## src/hw/rtl/igvt_pkg.sv

```systemverilog
// ----------------------------------------------------------------------------
// igvt_pkg: shared types and constants of the inverse Gaussian variate unit
// Register codes, item structures and datapath widths used across modules.
// ----------------------------------------------------------------------------
package igvt_pkg;

	// configuration register map
	localparam int unsigned CFG_IDX_W = 2;
	localparam logic [CFG_IDX_W-1:0] CFG_MEAN_MU      = 2'd0;
	localparam logic [CFG_IDX_W-1:0] CFG_SHAPE_LAMBDA = 2'd1;

	localparam logic [31:0] MU_RESET     = 32'h0001_0000;
	localparam logic [31:0] LAMBDA_RESET = 32'h0001_0000;

	localparam int unsigned QUEUE_DEPTH_DEF = 2;

	// datapath widths
	localparam int unsigned VAR_W    = 48;
	localparam int unsigned P_W      = 95;   // mu * nu^2
	localparam int unsigned D1_STEPS = 110;  // bits of w, Q.64
	localparam int unsigned SQ_STEPS = 56;   // root bits
	localparam int unsigned SQ_IN_W  = 2 * SQ_STEPS;
	localparam int unsigned SQ_REM_W = SQ_STEPS + 2;
	localparam int unsigned R_W      = SQ_STEPS + 1;
	localparam int unsigned R2_W     = 113;
	localparam int unsigned D2_STEPS = 33;   // bits of mu*2^65/R^2

	// registered stages of the back end ahead of the output register
	localparam int unsigned LAT = 4 + D1_STEPS + 1 + SQ_STEPS + 7 + D2_STEPS;

	typedef struct packed {
		logic signed [31:0] normal_sample;
		logic [31:0]        uniform_sample;
	} item_t;

	typedef struct packed {
		logic  valid;
		item_t item;
	} head_t;

endpackage

```

## src/hw/rtl/igvt_front.sv

```systemverilog
// ----------------------------------------------------------------------------
// igvt_front: input queue
// Takes sample transactions and holds them until the back end advances.
// ----------------------------------------------------------------------------
module igvt_front import igvt_pkg::*; #(
	parameter int unsigned DEPTH = QUEUE_DEPTH_DEF
) (
	input  logic  clk,
	input  logic  arst_n,
	input  logic  in_valid,
	input  item_t in_item,
	output logic  in_stall,
	output head_t head,
	input  logic  pop
);

	localparam int unsigned PTR_W = $clog2(DEPTH);
	localparam int unsigned CNT_W = $clog2(DEPTH + 1);

	item_t            mem [DEPTH];
	logic [PTR_W-1:0] wr_ptr_q;
	logic [PTR_W-1:0] rd_ptr_q;
	logic [CNT_W-1:0] count_q;
	logic             push;
	logic             do_pop;

	assign in_stall = (count_q == CNT_W'(DEPTH));
	assign push     = in_valid && !in_stall;
	assign do_pop   = pop && (count_q != '0);

	assign head.valid = (count_q != '0);
	assign head.item  = mem[rd_ptr_q];

	always_ff @(posedge clk) begin
		if (push) begin
			mem[wr_ptr_q] <= in_item;
		end
	end

	always_ff @(posedge clk or negedge arst_n) begin
		if (!arst_n) begin
			wr_ptr_q <= '0;
			rd_ptr_q <= '0;
			count_q  <= '0;
		end else begin
			if (push) begin
				wr_ptr_q <= (wr_ptr_q == PTR_W'(DEPTH - 1)) ? '0 : wr_ptr_q + 1'b1;
			end
			if (do_pop) begin
				rd_ptr_q <= (rd_ptr_q == PTR_W'(DEPTH - 1)) ? '0 : rd_ptr_q + 1'b1;
			end
			if (push && !do_pop) begin
				count_q <= count_q + 1'b1;
			end else if (do_pop && !push) begin
				count_q <= count_q - 1'b1;
			end
		end
	end

endmodule

```

## config.mk

```make
export PLATFORM = sky130hd
export DESIGN_NAME = igvt_front
export DESIGN_NICKNAME = d
export VERILOG_FILES = /design/src/hw/rtl/igvt_pkg.sv /design/src/hw/rtl/igvt_front.sv
export SDC_FILE = /design/constraint.sdc
export NUM_CORES = 1
export LEC_CHECK = 0
export BUFFER_PORTS_ARGS = -buffer_cell sky130_fd_sc_hd__buf_2
export CAP_MARGIN = 20
export CORE_MARGIN = 2
export CORE_UTILIZATION = 47
export DETAILED_ROUTE_END_ITERATION = 8
export PLACE_DENSITY = 0.75
export RECOVER_POWER = 50
export SYNTH_ARGS = -nofsm -noshare
export SYNTH_HDL_FRONTEND = slang
export SYNTH_SLANG_ARGS = --single-unit
```

## constraint.sdc

```tcl
create_clock -name clk -period 4.2 [get_ports clk]
set_clock_uncertainty 0.1 [all_clocks]
set_input_delay 0 -clock clk [delete_from_list [all_inputs] [get_ports clk]]
set_output_delay 0 -clock clk [all_outputs]
set_load 0.1 [all_outputs]
```

==> metrics.txt <==
status=finished, violations left; core footprint=0.0104 mm^2; commonest non-fill, non-tap cell in the layout=edfxtp_1; die footprint=0.0115 mm^2; Mapped Cells=218; Final setup viols=0; share of layout cells above drive strength 1=0.408; Worst Path Max Fanout=34; headroom to the max-slew limit=-0.0327; Finished Core Util=0.676; Yosys reg bits=132; Hold Slack=0.132 ns; Wirelength per Cell=15.3 um; number of global-route vias before repair=2,796; post-synth cell types=16; std cell rows=37; Hold WC Path Type=in2reg; Arrival @ worst endpoint=2.86 ns; Post-Route WL=8.96 mm; Pre-antenna DRT Iters=4; Final #Nets=504; Die W=107 um; Slowest-stage cell, CP=and3_1; die height=107 um; setup TNS=0 ns; Fin. Hold Viols=0; synthesized net count=287; GP Congestion=0.759; CP required=4.25 ns; reported max-cap violation count=1; crit-path cells=nand2b_1, and3_1, buf_4; average cell area after synthesis=23.0 um^2; fmax=356 MHz; most frequent cells in the layout=128 x edfxtp_1, 82 x buf_2, 68 x dlygate4sd3_1; P&R area growth vs syn=39.5%; CTS tree=done; Seq/Total Area, Yosys=0.785; # port buffers=133; initial antenna violation count=0; Max stage delay on crit path=1.21 ns; Worst Path Class, Setup=reg2reg; Vias=2,723; final worst-path cycle share=0.669; maximum root-to-sink buffer count=2; largest net degree at the start of global routing=66; warnings from Yosys=0; global-route wire length before repair=13.4 mm; clk sinks=132; Min Clock Period, post-route=2.81 ns; violations in the final reports=capacitance limit, slew limit; RSZ-0062 raised after global routing=false; CTS Buf Count=17; clk slew on worst S/H paths=0.05 ns; initial DRC count=129; GRT overflow=0; worst slew pin tran=1.55 ns; H-tree depth=4; CP Launch Type=flip-flop; via/cell ratio=4.66; DP Wirelength=5.32 mm; Final ANT Viol Nets=0; CP Capture Type=flip-flop; Max Slew Vio Count=35; clk root buf=clkbuf_8; GR Util All Layers=0.159; I/O Pins=134; initial cell density of the core=0.485; ant diodes=0; DR DRC count=0; Cell Area, Synth=0.00502 mm^2; Worst-Skew Late Latency=0.50 ns
## flip-flops by register name (all words and copies together), names as in the netlist
| signal | flops |
|---|---|
| count_q | 2 |
| rd_ptr_q | 1 |
| mem | 128 |
| wr_ptr_q | 1 |
## layer usage
layer	routed length, um	vias to the layer above	track usage
met4	146	0	0.0678
met5	0	-	0
met2	4680	106	0.278
met1	3650	1314	0.181
met3	482	12	0.0478
li1	-	1291	-
## synthesized netlist by cell type, drive strengths merged
master    n  area (um^2)
and3      1         6.26
buf       7         72.6
dfrtp     4          100
edfxtp  128         3840
ha        1         12.5
inv       2         7.51
mux2     64          908
nand2     2         10.0
nand2b    1         6.26
nor2      2         7.51
or2       1         6.26
xnor2     3         26.3
xor2      2         17.5
## logic make-up after synthesis
| group | after synthesis | synth area share |
|---|---|---|
| adder cells (fa/ha/maj) | 1 | 0.00249 |
| buffers and inverters | 9 | 0.0159 |
| AND/OR/NAND/NOR | 7 | 0.00722 |
| XOR/XNOR | 5 | 0.00872 |
| flip-flops | 132 | 0.785 |
| multiplexers | 64 | 0.181 |
## path summary, 6_finish.rpt
check	slack (ns)	cells after the start	start	end
max in group asynchronous	3.50	3	arst_n	rd_ptr_q
worst min register to register	0.40	1	count_q[1]	count_q[1]
min in group asynchronous	0.31	3	arst_n	count_q[1]
worst min-delay path	0.13	2	in_item[17]	mem[1][17]
worst max register to register	1.39	3	count_q[0]	mem[1][2]
worst max-delay path	1.39	3	count_q[0]	mem[1][2]
## through the flow
stage / setup slack [ns] / area [um^2] / cells
detailed placement: 1.81 / 5820 / 483
floorplan: 0.315 / 5020 / 218
global route: 1.19 / 7010 / 584
finish: 1.39 / 7010 / 584
global placement: 1.89 / 5820 / 483
CTS: 1.58 / 7050 / 583
## critical path: cells and delay by family (launching register included)
family                 cells  cell delay, ns
and+or+nand+nor            2            1.37
DFF                        1            0.40
buffers and inverters      1            0.56
## cell type report
type / count / area, um^2
tap: 136 / 170
sequential: 132 / 3950
timing repair buffer: 205 / 1340
inverter: 2 / 7.51
clock inverter: 5 / 50.0
fill: 729 / 3360
multi-input combinational: 77 / 1010
clock buffer: 27 / 492
## timing repair
action | in CTS | in global routing
hold buffers | 68 | 0
hold endpoints to repair | 136 | 0
buffers inserted | 0 | 0
endpoints found under the setup margin | 0 | 0
resized for setup | 0 | 0
Power is not shown: default switching activity piles up to over one toggle a cycle in this logic, so the estimate is an artifact.
